File: config.mk
export PLATFORM = sky130hd
export DESIGN_NAME = antenna_integration_flag_vote
export DESIGN_NICKNAME = d
export VERILOG_FILES = /design/src/hw/rtl/afv_pkg.sv /design/src/hw/rtl/afv_ram.sv /design/src/hw/rtl/afv_ctrl.sv /design/src/hw/rtl/afv_dp.sv /design/src/hw/rtl/antenna_integration_flag_vote.sv
export SDC_FILE = /design/constraint.sdc
export NUM_CORES = 2
export LEC_CHECK = 0
export BUFFER_PORTS_ARGS = -buffer_cell sky130_fd_sc_hd__buf_2
export CORE_UTILIZATION = 35
export CTS_BUF_LIST = sky130_fd_sc_hd__clkbuf_16
export CTS_CLUSTER_DIAMETER = 120
export DETAILED_ROUTE_END_ITERATION = 10
export SYNTH_ARGS = -nofsm -noshare
export SYNTH_HDL_FRONTEND = slang
export SYNTH_SLANG_ARGS = --single-unit
export TNS_END_PERCENT = 30
File: constraint.sdc
create_clock -name clk_i -period 8.45 [get_ports clk_i]
set_input_delay 0.4225 -clock clk_i [delete_from_list [all_inputs] [get_ports clk_i]]
set_output_delay 0.4225 -clock clk_i [all_outputs]
set_load 0.02 [all_outputs]
File: src/hw/rtl/afv_pkg.sv
// afv_pkg: shared constants, types and helper functions of the antenna
// integration flag vote block; used by afv_ctrl, afv_dp and the top level
// depends on nothing

package afv_pkg;

  // sizes of the flag table
  localparam int MAX_CHANNELS  = 64;
  localparam int MAX_BASELINES = 64;
  localparam int MAX_POLS      = 4;

  localparam int ROW_W  = MAX_CHANNELS;
  localparam int ADDR_W = $clog2(MAX_BASELINES);
  localparam int CNT_W  = 7;
  localparam int CHAN_W = 6;
  localparam int POL_W  = 4;
  localparam int TAG_W  = 32;
  localparam int FRAC_W = 17;
  localparam int NPOL_W = 3;
  localparam int GRP_N  = ROW_W / 8;
  localparam int SEL_W  = $clog2(GRP_N);

  // stream widths
  localparam int S_DATA_W = 48;
  localparam int M_DATA_W = 40;

  // configuration register indexes
  localparam int CFG_IDX_W = 2;
  localparam logic [CFG_IDX_W-1:0] CFG_CHANNELS  = 2'd0;
  localparam logic [CFG_IDX_W-1:0] CFG_BASELINES = 2'd1;
  localparam logic [CFG_IDX_W-1:0] CFG_POLS      = 2'd2;
  localparam logic [CFG_IDX_W-1:0] CFG_FRACTION  = 2'd3;

  // register reset values
  localparam logic [CNT_W-1:0]  CHANNELS_RST  = 7'd64;
  localparam logic [CNT_W-1:0]  BASELINES_RST = 7'd64;
  localparam logic [NPOL_W-1:0] POLS_RST      = 3'd4;
  localparam logic [FRAC_W-1:0] FRACTION_RST  = 17'd39322;

  // item kinds on tuser
  localparam logic MODE_ELEMENT = 1'b0;
  localparam logic MODE_END_BUF = 1'b1;

  // controller to datapath
  typedef struct packed {
    logic              accept;    // latch the input item
    logic              rec_live;  // record the live item, no close needed
    logic              start;     // initialize accumulator and counter
    logic              rd_en;     // read one table row
    logic [ADDR_W-1:0] rd_addr;
    logic              cnt_step;  // add one byte group of the accumulator
    logic [SEL_W-1:0]  cnt_sel;
    logic              finish;    // emit result, clear table, replay held item
  } afv_cmd_t;

  // datapath to controller
  typedef struct packed {
    logic             need_close;
    logic [CNT_W-1:0] eff_nb;
    logic             out_free;
  } afv_status_t;

  // clamp a size register to 1..max
  function automatic logic [CNT_W-1:0] eff_size(logic [CNT_W-1:0] v, int max);
    logic [CNT_W-1:0] r;
    r = v;
    if (v == '0) r = CNT_W'(1);
    if (v > CNT_W'(max)) r = CNT_W'(max);
    return r;
  endfunction

  // ones for channels below the count in use
  function automatic logic [ROW_W-1:0] chan_mask(logic [CNT_W-1:0] nc);
    logic [ROW_W-1:0] m;
    for (int i = 0; i < ROW_W; i++) begin
      m[i] = (CNT_W'(i) < nc);
    end
    return m;
  endfunction

  // ones for polarizations in use
  function automatic logic [POL_W-1:0] pol_mask(logic [NPOL_W-1:0] np);
    logic [POL_W-1:0] m;
    for (int i = 0; i < POL_W; i++) begin
      m[i] = (NPOL_W'(i) < np);
    end
    return m;
  endfunction

  // bit count of one byte
  function automatic logic [3:0] popcount8(logic [7:0] v);
    logic [3:0] s;
    s = '0;
    for (int i = 0; i < 8; i++) begin
      s = s + 4'(v[i]);
    end
    return s;
  endfunction

endpackage

File: src/hw/rtl/afv_ram.sv
// afv_ram: generic single-write, single-read RAM with registered read data
// depends on nothing

module afv_ram #(
  parameter int WIDTH = 64,
  parameter int DEPTH = 64
) (
  input  logic                     clk_i,
  input  logic                     we_i,
  input  logic [$clog2(DEPTH)-1:0] waddr_i,
  input  logic [WIDTH-1:0]         wdata_i,
  input  logic                     re_i,
  input  logic [$clog2(DEPTH)-1:0] raddr_i,
  output logic [WIDTH-1:0]         rdata_o
);

  logic [WIDTH-1:0] mem_q [DEPTH];
  logic [WIDTH-1:0] rdata_q;

  // write port
  always_ff @(posedge clk_i) begin
    if (we_i) begin
      mem_q[waddr_i] <= wdata_i;
    end
  end

  // registered read port
  always_ff @(posedge clk_i) begin
    if (re_i) begin
      rdata_q <= mem_q[raddr_i];
    end
  end

  assign rdata_o = rdata_q;

endmodule

File: src/hw/rtl/afv_ctrl.sv
// afv_ctrl: controller state machine of the flag vote; sequences the
// closing walk over table rows, the channel count and the result load
// depends on afv_pkg

module afv_ctrl (
  input  logic                 clk_i,
  input  logic                 rst_ni,
  input  logic                 s_tvalid_i,
  output logic                 s_tready_o,
  input  afv_pkg::afv_status_t status_i,
  output afv_pkg::afv_cmd_t    cmd_o
);

  localparam logic [2:0] S_IDLE   = 3'd0;
  localparam logic [2:0] S_WALK   = 3'd1;
  localparam logic [2:0] S_DRAIN  = 3'd2;
  localparam logic [2:0] S_COUNT  = 3'd3;
  localparam logic [2:0] S_FINISH = 3'd4;

  logic [2:0]                      state_q, state_d;
  logic [afv_pkg::ADDR_W-1:0]      walk_q, walk_d;
  logic [afv_pkg::SEL_W-1:0]       sel_q, sel_d;
  logic                            accept;
  logic                            walk_last;

  assign s_tready_o = (state_q == S_IDLE);
  assign accept     = s_tvalid_i && s_tready_o;
  assign walk_last  = ({1'b0, walk_q} == (status_i.eff_nb - afv_pkg::CNT_W'(1)));

  // next state and commands
  always_comb begin
    state_d = state_q;
    walk_d  = walk_q;
    sel_d   = sel_q;
    cmd_o   = '0;
    cmd_o.rd_addr = walk_q;
    cmd_o.cnt_sel = sel_q;
    unique case (state_q)
      S_IDLE: begin
        if (accept) begin
          cmd_o.accept = 1'b1;
          if (status_i.need_close) begin
            cmd_o.start = 1'b1;
            walk_d  = '0;
            state_d = S_WALK;
          end else begin
            cmd_o.rec_live = 1'b1;
          end
        end
      end
      S_WALK: begin
        cmd_o.rd_en = 1'b1;
        walk_d = walk_q + afv_pkg::ADDR_W'(1);
        if (walk_last) begin
          state_d = S_DRAIN;
        end
      end
      S_DRAIN: begin
        sel_d   = '0;
        state_d = S_COUNT;
      end
      S_COUNT: begin
        cmd_o.cnt_step = 1'b1;
        sel_d = sel_q + afv_pkg::SEL_W'(1);
        if (sel_q == afv_pkg::SEL_W'(afv_pkg::GRP_N - 1)) begin
          state_d = S_FINISH;
        end
      end
      S_FINISH: begin
        if (status_i.out_free) begin
          cmd_o.finish = 1'b1;
          state_d = S_IDLE;
        end
      end
      default: begin
        state_d = S_IDLE;
      end
    endcase
  end

  // control registers
  always_ff @(posedge clk_i or negedge rst_ni) begin
    if (!rst_ni) begin
      state_q <= S_IDLE;
      walk_q  <= '0;
      sel_q   <= '0;
    end else begin
      state_q <= state_d;
      walk_q  <= walk_d;
      sel_q   <= sel_d;
    end
  end

endmodule

File: src/hw/rtl/afv_dp.sv
// afv_dp: datapath of the flag vote; configuration registers, time state,
// flag table memory with row valid bits, row accumulator, count and decision
// depends on afv_pkg and afv_ram

module afv_dp (
  input  logic                                clk_i,
  input  logic                                rst_ni,
  input  logic                                cfg_we_i,
  input  logic [afv_pkg::CFG_IDX_W-1:0]       cfg_idx_i,
  input  logic [afv_pkg::FRAC_W-1:0]          cfg_data_i,
  input  logic                                in_mode_i,
  input  logic [afv_pkg::TAG_W-1:0]           in_tag_i,
  input  logic [afv_pkg::CHAN_W-1:0]          in_chan_i,
  input  logic [afv_pkg::POL_W-1:0]           in_pols_i,
  input  logic                                in_eor_i,
  input  logic                                m_tready_i,
  output logic                                m_tvalid_o,
  output logic [afv_pkg::M_DATA_W-1:0]        m_tdata_o,
  input  afv_pkg::afv_cmd_t                   cmd_i,
  output afv_pkg::afv_status_t                status_o
);

  // configuration registers
  logic [afv_pkg::CNT_W-1:0]  chans_q, bases_q;
  logic [afv_pkg::NPOL_W-1:0] pols_q;
  logic [afv_pkg::FRAC_W-1:0] frac_q;

  always_ff @(posedge clk_i or negedge rst_ni) begin
    if (!rst_ni) begin
      chans_q <= afv_pkg::CHANNELS_RST;
      bases_q <= afv_pkg::BASELINES_RST;
      pols_q  <= afv_pkg::POLS_RST;
      frac_q  <= afv_pkg::FRACTION_RST;
    end else if (cfg_we_i) begin
      unique case (cfg_idx_i)
        afv_pkg::CFG_CHANNELS:  chans_q <= cfg_data_i[afv_pkg::CNT_W-1:0];
        afv_pkg::CFG_BASELINES: bases_q <= cfg_data_i[afv_pkg::CNT_W-1:0];
        afv_pkg::CFG_POLS:      pols_q  <= cfg_data_i[afv_pkg::NPOL_W-1:0];
        afv_pkg::CFG_FRACTION:  frac_q  <= cfg_data_i;
        default: ;
      endcase
    end
  end

  logic [afv_pkg::CNT_W-1:0] nc, nb;
  assign nc = afv_pkg::eff_size(chans_q, afv_pkg::MAX_CHANNELS);
  assign nb = afv_pkg::eff_size(bases_q, afv_pkg::MAX_BASELINES);

  // time state and table bookkeeping
  logic [afv_pkg::TAG_W-1:0]         cur_q, cur_d;
  logic                              open_q, open_d;
  logic [afv_pkg::CNT_W-1:0]         idx_q, idx_d;
  logic [afv_pkg::ROW_W-1:0]         row_q, row_d;
  logic [afv_pkg::MAX_BASELINES-1:0] valid_q, valid_d;

  // held item, replayed after a close
  logic                       hold_mode_q;
  logic [afv_pkg::TAG_W-1:0]  hold_tag_q;
  logic [afv_pkg::CHAN_W-1:0] hold_chan_q;
  logic [afv_pkg::POL_W-1:0]  hold_pols_q;
  logic                       hold_eor_q;

  always_ff @(posedge clk_i) begin
    if (cmd_i.accept) begin
      hold_mode_q <= in_mode_i;
      hold_tag_q  <= in_tag_i;
      hold_chan_q <= in_chan_i;
      hold_pols_q <= in_pols_i;
      hold_eor_q  <= in_eor_i;
    end
  end

  assign status_o.need_close = (in_mode_i == afv_pkg::MODE_END_BUF) ? open_q :
                               (open_q && (in_tag_i != cur_q));
  assign status_o.eff_nb     = nb;

  // element record source
  logic                       rec_en;
  logic [afv_pkg::TAG_W-1:0]  rec_tag;
  logic [afv_pkg::CHAN_W-1:0] rec_chan;
  logic [afv_pkg::POL_W-1:0]  rec_pols;
  logic                       rec_eor;

  always_comb begin
    if (cmd_i.finish) begin
      rec_en   = (hold_mode_q == afv_pkg::MODE_ELEMENT);
      rec_tag  = hold_tag_q;
      rec_chan = hold_chan_q;
      rec_pols = hold_pols_q;
      rec_eor  = hold_eor_q;
    end else begin
      rec_en   = cmd_i.rec_live && (in_mode_i == afv_pkg::MODE_ELEMENT);
      rec_tag  = in_tag_i;
      rec_chan = in_chan_i;
      rec_pols = in_pols_i;
      rec_eor  = in_eor_i;
    end
  end

  // bit set for one element, row written through to the table
  logic                      new_time;
  logic [afv_pkg::ROW_W-1:0] base_row, new_row;
  logic [afv_pkg::CNT_W-1:0] base_idx;
  logic                      in_table, hit, wr_en;

  assign new_time = !open_q || (rec_tag != cur_q);
  assign base_row = new_time ? '0 : row_q;
  assign base_idx = new_time ? '0 : idx_q;
  assign in_table = (base_idx < afv_pkg::CNT_W'(afv_pkg::MAX_BASELINES));
  assign hit      = (base_idx < nb) && ({1'b0, rec_chan} < nc) &&
                    ((rec_pols & afv_pkg::pol_mask(pols_q)) != '0);
  assign new_row  = base_row | (hit ? (afv_pkg::ROW_W'(1) << rec_chan) : '0);
  assign wr_en    = rec_en && in_table;

  always_comb begin
    cur_d   = cur_q;
    open_d  = open_q;
    idx_d   = idx_q;
    row_d   = row_q;
    valid_d = valid_q;
    // close empties the table
    if (cmd_i.finish) begin
      valid_d = '0;
      idx_d   = '0;
      row_d   = '0;
      if (hold_mode_q == afv_pkg::MODE_END_BUF) begin
        open_d = 1'b0;
      end
    end
    if (rec_en) begin
      cur_d  = rec_tag;
      open_d = 1'b1;
      row_d  = rec_eor ? '0 : new_row;
      idx_d  = (rec_eor && in_table) ? base_idx + afv_pkg::CNT_W'(1) : base_idx;
      if (wr_en) begin
        valid_d[base_idx[afv_pkg::ADDR_W-1:0]] = 1'b1;
      end
    end
  end

  always_ff @(posedge clk_i or negedge rst_ni) begin
    if (!rst_ni) begin
      cur_q   <= '0;
      open_q  <= 1'b0;
      idx_q   <= '0;
      row_q   <= '0;
      valid_q <= '0;
    end else begin
      cur_q   <= cur_d;
      open_q  <= open_d;
      idx_q   <= idx_d;
      row_q   <= row_d;
      valid_q <= valid_d;
    end
  end

  // flag table
  logic [afv_pkg::ROW_W-1:0] rdata;

  afv_ram #(
    .WIDTH (afv_pkg::ROW_W),
    .DEPTH (afv_pkg::MAX_BASELINES)
  ) u_table (
    .clk_i   (clk_i),
    .we_i    (wr_en),
    .waddr_i (base_idx[afv_pkg::ADDR_W-1:0]),
    .wdata_i (new_row),
    .re_i    (cmd_i.rd_en),
    .raddr_i (cmd_i.rd_addr),
    .rdata_o (rdata)
  );

  // and of all rows in use, rows never written read as zero
  logic                      rd_vld_q, rowv_q;
  logic [afv_pkg::ROW_W-1:0] acc_q;
  logic [afv_pkg::CNT_W-1:0] cnt_q;

  always_ff @(posedge clk_i or negedge rst_ni) begin
    if (!rst_ni) begin
      rd_vld_q <= 1'b0;
    end else begin
      rd_vld_q <= cmd_i.rd_en;
    end
  end

  always_ff @(posedge clk_i) begin
    rowv_q <= valid_q[cmd_i.rd_addr];
    if (cmd_i.start) begin
      acc_q <= afv_pkg::chan_mask(nc);
    end else if (rd_vld_q) begin
      acc_q <= acc_q & (rowv_q ? rdata : '0);
    end
  end

  // channel count, one byte group a cycle
  always_ff @(posedge clk_i) begin
    if (cmd_i.start) begin
      cnt_q <= '0;
    end else if (cmd_i.cnt_step) begin
      cnt_q <= cnt_q + afv_pkg::CNT_W'(afv_pkg::popcount8(acc_q[cmd_i.cnt_sel*8 +: 8]));
    end
  end

  // decision: count / channels against the fraction threshold
  logic [23:0] thr, lhs;
  logic        flag;

  assign thr  = 24'(frac_q) * 24'(nc);
  assign lhs  = 24'({cnt_q, 16'h0000});
  assign flag = (nc == afv_pkg::CNT_W'(1)) ? (cnt_q == afv_pkg::CNT_W'(1)) : (lhs > thr);

  // output register
  logic                         m_valid_q;
  logic [afv_pkg::M_DATA_W-1:0] m_data_q;

  always_ff @(posedge clk_i or negedge rst_ni) begin
    if (!rst_ni) begin
      m_valid_q <= 1'b0;
    end else if (cmd_i.finish) begin
      m_valid_q <= 1'b1;
    end else if (m_tready_i) begin
      m_valid_q <= 1'b0;
    end
  end

  always_ff @(posedge clk_i) begin
    if (cmd_i.finish) begin
      m_data_q <= {cnt_q, flag, cur_q};
    end
  end

  assign status_o.out_free = !m_valid_q || m_tready_i;
  assign m_tvalid_o        = m_valid_q;
  assign m_tdata_o         = m_data_q;

endmodule

File: src/hw/rtl/antenna_integration_flag_vote.sv
// antenna_integration_flag_vote: top level of the flag vote block
// depends on afv_pkg, afv_ctrl, afv_dp (and afv_ram below it)
//
// Usage: flag elements enter on the s_axis channel, one channel of one
// baseline row per item; tlast marks the last element of a row and tuser
// set to one marks an end-of-buffer item. The m_axis channel carries one
// decision item for each closed integration time. Sizes and the threshold
// are written through the cfg port while the block is idle.
// An element that does not close a time is recorded as it is accepted, and
// the block stays ready for the next item. An item that closes a time is
// accepted, then the B baselines in use are walked over the table rows
// through the single read port, a drain state follows, the channels are
// counted a byte at a time and the result is loaded.
// The output register lets a new item enter while a result waits; a stalled
// receiver holds the block only when the next result is ready to load.
// Reset: no time is open, the table is empty, registers take their defaults.

module antenna_integration_flag_vote (
  input  logic                                clk_i,
  input  logic                                rst_ni,
  input  logic                                cfg_we_i,
  input  logic [afv_pkg::CFG_IDX_W-1:0]       cfg_idx_i,
  input  logic [afv_pkg::FRAC_W-1:0]          cfg_data_i,
  input  logic                                s_axis_tvalid_i,
  output logic                                s_axis_tready_o,
  // time_tag[31:0], channel[37:32], pol_flags[41:38], zero fill
  input  logic [afv_pkg::S_DATA_W-1:0]        s_axis_tdata_i,
  // mode
  input  logic                                s_axis_tuser_i,
  // end_of_row
  input  logic                                s_axis_tlast_i,
  output logic                                m_axis_tvalid_o,
  input  logic                                m_axis_tready_i,
  // closed_time[31:0], flag_time[32], flagged_channels[39:33]
  output logic [afv_pkg::M_DATA_W-1:0]        m_axis_tdata_o
);

  afv_pkg::afv_cmd_t    cmd;
  afv_pkg::afv_status_t status;

  afv_ctrl u_ctrl (
    .clk_i      (clk_i),
    .rst_ni     (rst_ni),
    .s_tvalid_i (s_axis_tvalid_i),
    .s_tready_o (s_axis_tready_o),
    .status_i   (status),
    .cmd_o      (cmd)
  );

  afv_dp u_dp (
    .clk_i      (clk_i),
    .rst_ni     (rst_ni),
    .cfg_we_i   (cfg_we_i),
    .cfg_idx_i  (cfg_idx_i),
    .cfg_data_i (cfg_data_i),
    .in_mode_i  (s_axis_tuser_i),
    .in_tag_i   (s_axis_tdata_i[31:0]),
    .in_chan_i  (s_axis_tdata_i[37:32]),
    .in_pols_i  (s_axis_tdata_i[41:38]),
    .in_eor_i   (s_axis_tlast_i),
    .m_tready_i (m_axis_tready_i),
    .m_tvalid_o (m_axis_tvalid_o),
    .m_tdata_o  (m_axis_tdata_o),
    .cmd_i      (cmd),
    .status_o   (status)
  );

endmodule

==> flow_results.org <==
** Logic synthesis
- Synthesis produced a netlist with a net count of 8391.
- Fraction of synthesized area in multiplexers :: between 10% and 20%
- Post-synthesis share of cell area spent on full adders, half adders and majority gates :: around 1.4%
- Dominant combinational cell family by area after synthesis :: multiplexers
- Synthesized-area fraction occupied by ao, oa, aoi and oai cells :: ~1.9%
- Part of the Yosys area used for sequential elements :: between 70% and 80%
- In this run the cell area of the synthesized design comes to between 0.15 and 0.2 mm^2.
- Unique cell type count in the Yosys netlist :: 79
- Area share of the largest cell type after synthesis :: 71.9%
- #FFs+latches synth :: 4532
- Yosys printed 0 warnings.
- Largest cells by area after synthesis :: edfxtp_1, mux4_2, dfrtp_1, fa_1, clkbuf_1
- After Yosys synthesis, and, or, nand and nor cells account for under 10% of the synthesized area.
- In the synthesized netlist, the number of instances is about 8200.
- Share of async-settable or async-resettable flops after synthesis :: under 10%
- Among all flip-flop cells after synthesis, the most frequent one is edfxtp_1.
- After Yosys synthesis, XOR and XNOR cells account for less than 1% of the synthesized area.
- Dividing the synthesized area by the synthesized cell count gives between 20 and 25 um^2.
- The largest total area in the synthesized netlist belongs to edfxtp_1.
- Yosys mapped a number of flops with a built-in enable equal to around 4300.

** Setup path
- STA classifies the critical path endpoint as a register.
- Data required time of the critical path :: 9.21 ns
- Stages on worst setup path :: 27
- Critical-path cell with the highest stage delay :: dfstp_4
- The endpoint identified for the worst register-to-register timing path is u_dp.m_tdata_o[32].
- Combined buffer and inverter count along the critical path :: 4
- Family of cells with the greatest summed delay on the critical path :: adder cells
- The most numerous cell type found on the critical path is fa_1.
- Reg2reg start :: u_dp.chans_q[6]
- On the worst path, the slowest cell contributes a delay of approximately 0.83 ns.
- Register-to-register setup slack :: 0.62 ns
- Kind of start point of the critical path :: register
- Along the worst path, the maximum fanout reaches 24.
- The worst setup path is of the reg -> reg kind.
- Cells on worst reg2reg path :: 27
- In this run the worst setup path begins at u_dp.chans_q[6].
- Data arrives at the worst endpoint at 8.59 ns.
- Last element of the critical path :: u_dp.m_tdata_o[32]

** Power and ir drop
- Total power draw :: approximately 60000 uW
- For this design the static power due to leakage is 0.0572 uW.
- Maximum ir drop on the vdd rail :: between 0.3 and 0.4 mV
- Power density over the cells :: 282 mW/mm^2

** Timing
- Final number of setup-violating endpoints :: 0
- Setup repair after global routing left no endpoint under its margin.
- Actual transition at the worst max-transition pin :: between 1 and 1.5 ns
- Number of pins with negative max-slew slack in the final report :: 0
- Derived from the worst setup path, the maximum achievable clock frequency is roughly 130 MHz.
- For the final database, setup skew stands at 0.0781 ns.
- Setup total negative slack on the finished layout was measured at 0 ns.
- Time the worst path needs with I/O delays and setup :: between 7 and 8 ns
- The worst path uses a little over 90% of the clock period.
- Final Hold Fails :: 0
- The worst pin sits at a relative slew slack of a little over an eighth.

** Global routing
- Number of global-route vias before repair :: just over 90000
- For this run the aggregate overflow at the end of global routing stands at 0.
- Initial antenna violation count :: 13
- Across every metal layer, demand over resource in global routing totals 19.7%.
- The first global-routing pass estimated 723000 um of wire.
- Largest net degree at the start of global routing :: 140

** Min path
- Class of the worst hold path :: in -> reg

** Die
- After floorplanning, the core was divided into 262 placement rows.
- Horizontal extent of the die :: just over 700 um
- During I/O placement, the number of pins put on the boundary was approximately 120.
- Initial standard-cell utilization of the core :: 35.2%
- The floorplan step defined a core boundary enclosing 0.510 mm^2.
- The die is 719 um tall.
- Die Area :: just over 0.5 mm^2

** CTS
- TritonCTS built the clock tree.
- Clock tree root driver cell :: clkbuf_16
- The clock passes through at most 4 buffers.
- Post-CTS Setup Repair Bufs :: 0
- Buffers inserted during clock tree synthesis total between 400 and 500.
- The H-tree was split into 5 levels.
- The clock reaches the later pin of the worst-skew pair after approximately 1.0 ns.
- # clock sinks :: 4532
- After clock tree synthesis, the clock-pin slew on the worst setup and hold paths is around 0.060 ns.

** Final layout
- Final non-filler cell total :: about 16000
- Summed area of non-filler cells in the final layout :: between 0.2 and 0.25 mm^2
- Syn-to-layout area delta :: 15.2%
- Leaving out fill and tap cells, the most frequent cell in the layout is edfxtp_1.
- Final Net Count :: 8884
- Leaving out fill and tap cells, the most frequent cells in the layout are edfxtp_1, mux4_2, clkbuf_16, nand2_1, buf_4.
- Cells with a size suffix above 1 make up 29.5% of the layout.

** Route
- For this block, the initial DRC count from the detailed router was between 10000 and 15000.
- Using the TritonRoute via totals, the vias-per-cell ratio works out to 5.82.
- DR vias :: approximately 92000
- Overall routed net length :: ~520000 um
- Dividing the detail-routed wire length by the instance count gives 33.0 um.
- The detail route stage leaves a number of antenna-violating nets equal to 0.
- In the routed design, unresolved DRC markers number 0.
- Pre-Repair DR Iteration Count :: 10

** Place
- The placed instances occupy a cell area of between 0.15 and 0.2 mm^2.
- Once detailed placement completed, the half-perimeter wirelength came to around 270000 um.
- Once placement completed, the tool counted placed cells totaling between 10000 and 15000.
- Input/output buffers :: 109
- Placer's final routability congestion estimate :: a little under 0.9

** Outcome
- The run finished with clean final reports.

** Job
- Across the run, the number of max-cap violations was 0.
==> synthesized netlist by cell type, types with 12 or more instances <==
| library cell | instances |
|---|---|
| nor4_1 | 16 |
| buf_2 | 23 |
| nand2b_1 | 31 |
| and2_1 | 102 |
| o31ai_1 | 37 |
| nor3_1 | 57 |
| mux2i_1 | 21 |
| a32o_1 | 86 |
| dfrtp_1 | 205 |
| o21ai_0 | 123 |
| edfxtp_1 | 4308 |
| inv_1 | 127 |
| buf_1 | 97 |
| nor2b_1 | 27 |
| clkbuf_1 | 317 |
| xor2_1 | 34 |
| mux2_2 | 41 |
| nand2_1 | 298 |
| mux4_2 | 1381 |
| nor2_1 | 179 |
| o21ai_1 | 35 |
| nand3_1 | 79 |
| or3_1 | 14 |
| ha_1 | 72 |
| a21o_1 | 19 |
| a21oi_1 | 57 |
| fa_1 | 79 |
| nand4_1 | 46 |
| xnor2_1 | 25 |
| a31oi_1 | 42 |
| o211ai_1 | 12 |
==> power breakdown <==
part           internal [uW]  switching [uW]  total (uW)
clock                  11400            8610       20000
sequential             24800             758       25500
combinational           5680            7260       12900
total                  41900           16600       58500
==> through the flow <==
step	setup WS, ns	util [%]	hold WS [ns]
floorplan	0.716	-	0.127
global placement	0.432	37.5	0.457
detailed placement	0.418	37.5	0.465
CTS	0.393	40.6	0.0791
global route	0.184	40.6	0.154
finish	0.619	40.6	0.154
==> worst min path at each step <==
stage	start	end	slack, ns	depth (start not counted)
2_1_floorplan	rst_ni	u_ctrl.sel_q[0]	0.13	0
3_3_place_gp	u_dp.valid_q[10]	u_dp.valid_q[10]	0.46	2
3_5_place_dp	u_dp.valid_q[11]	u_dp.valid_q[11]	0.47	2
4_1_cts	s_axis_tdata_i[38]	u_dp.hold_pols_q[0]	0.08	2
5_1_grt	s_axis_tdata_i[39]	u_dp.hold_pols_q[1]	0.15	2
6_report	s_axis_tdata_i[39]	u_dp.hold_pols_q[1]	0.15	2
==> repair_timing <==
action	CTS	global route
hold buffers	72	0
hold endpoints to repair	199	0
setup endpoints to repair	0	1
gates resized for setup	0	1
==> registers in the layout, summed over array words and instances (netlist names), 17 cells and up <==
signal	flops
u_dp.hold_tag_q	32
u_dp.m_tdata_o	40
u_dp.cur_q	32
u_dp.frac_q	17
u_dp.acc_q	64
u_dp.valid_q	64
u_dp.row_q	64
u_dp.u_table.mem_q	4096
u_dp.u_table.rdata_o	64
==> cells by family after synthesis <==
logic type	count (synthesis)
adder cells (fa/ha/maj)	151
buffers and inverters	582
flip-flops	4532
AND/OR/NAND/NOR	901
AO/OA/AOI/OAI	498
multiplexers	1443
XOR/XNOR	59
==> routing by layer <==
metal / vias up / global-route usage [%] / share of wire [%]
met5: - / 0.176 / 0.030
met4: 6 / 6.35 / 3.5
li1: 35400 / - / -
met3: 877 / 3.51 / 9.5
met2: 5237 / 31.1 / 47
met1: 50400 / 27.8 / 40
==> area by class of cell <==
class,instances,area (um^2)
Fill cell,44000,303000
Sequential cell,4532,135000
Multi-Input combinational cell,3052,44000
Clock buffer,460,11500
Tap cell,6732,8420
Timing Repair Buffer,491,4560
Clock inverter,389,3290
Inverter,129,488
Antenna cell,5,12.5
No activity file was read; power rests on OpenSTA's default activity.
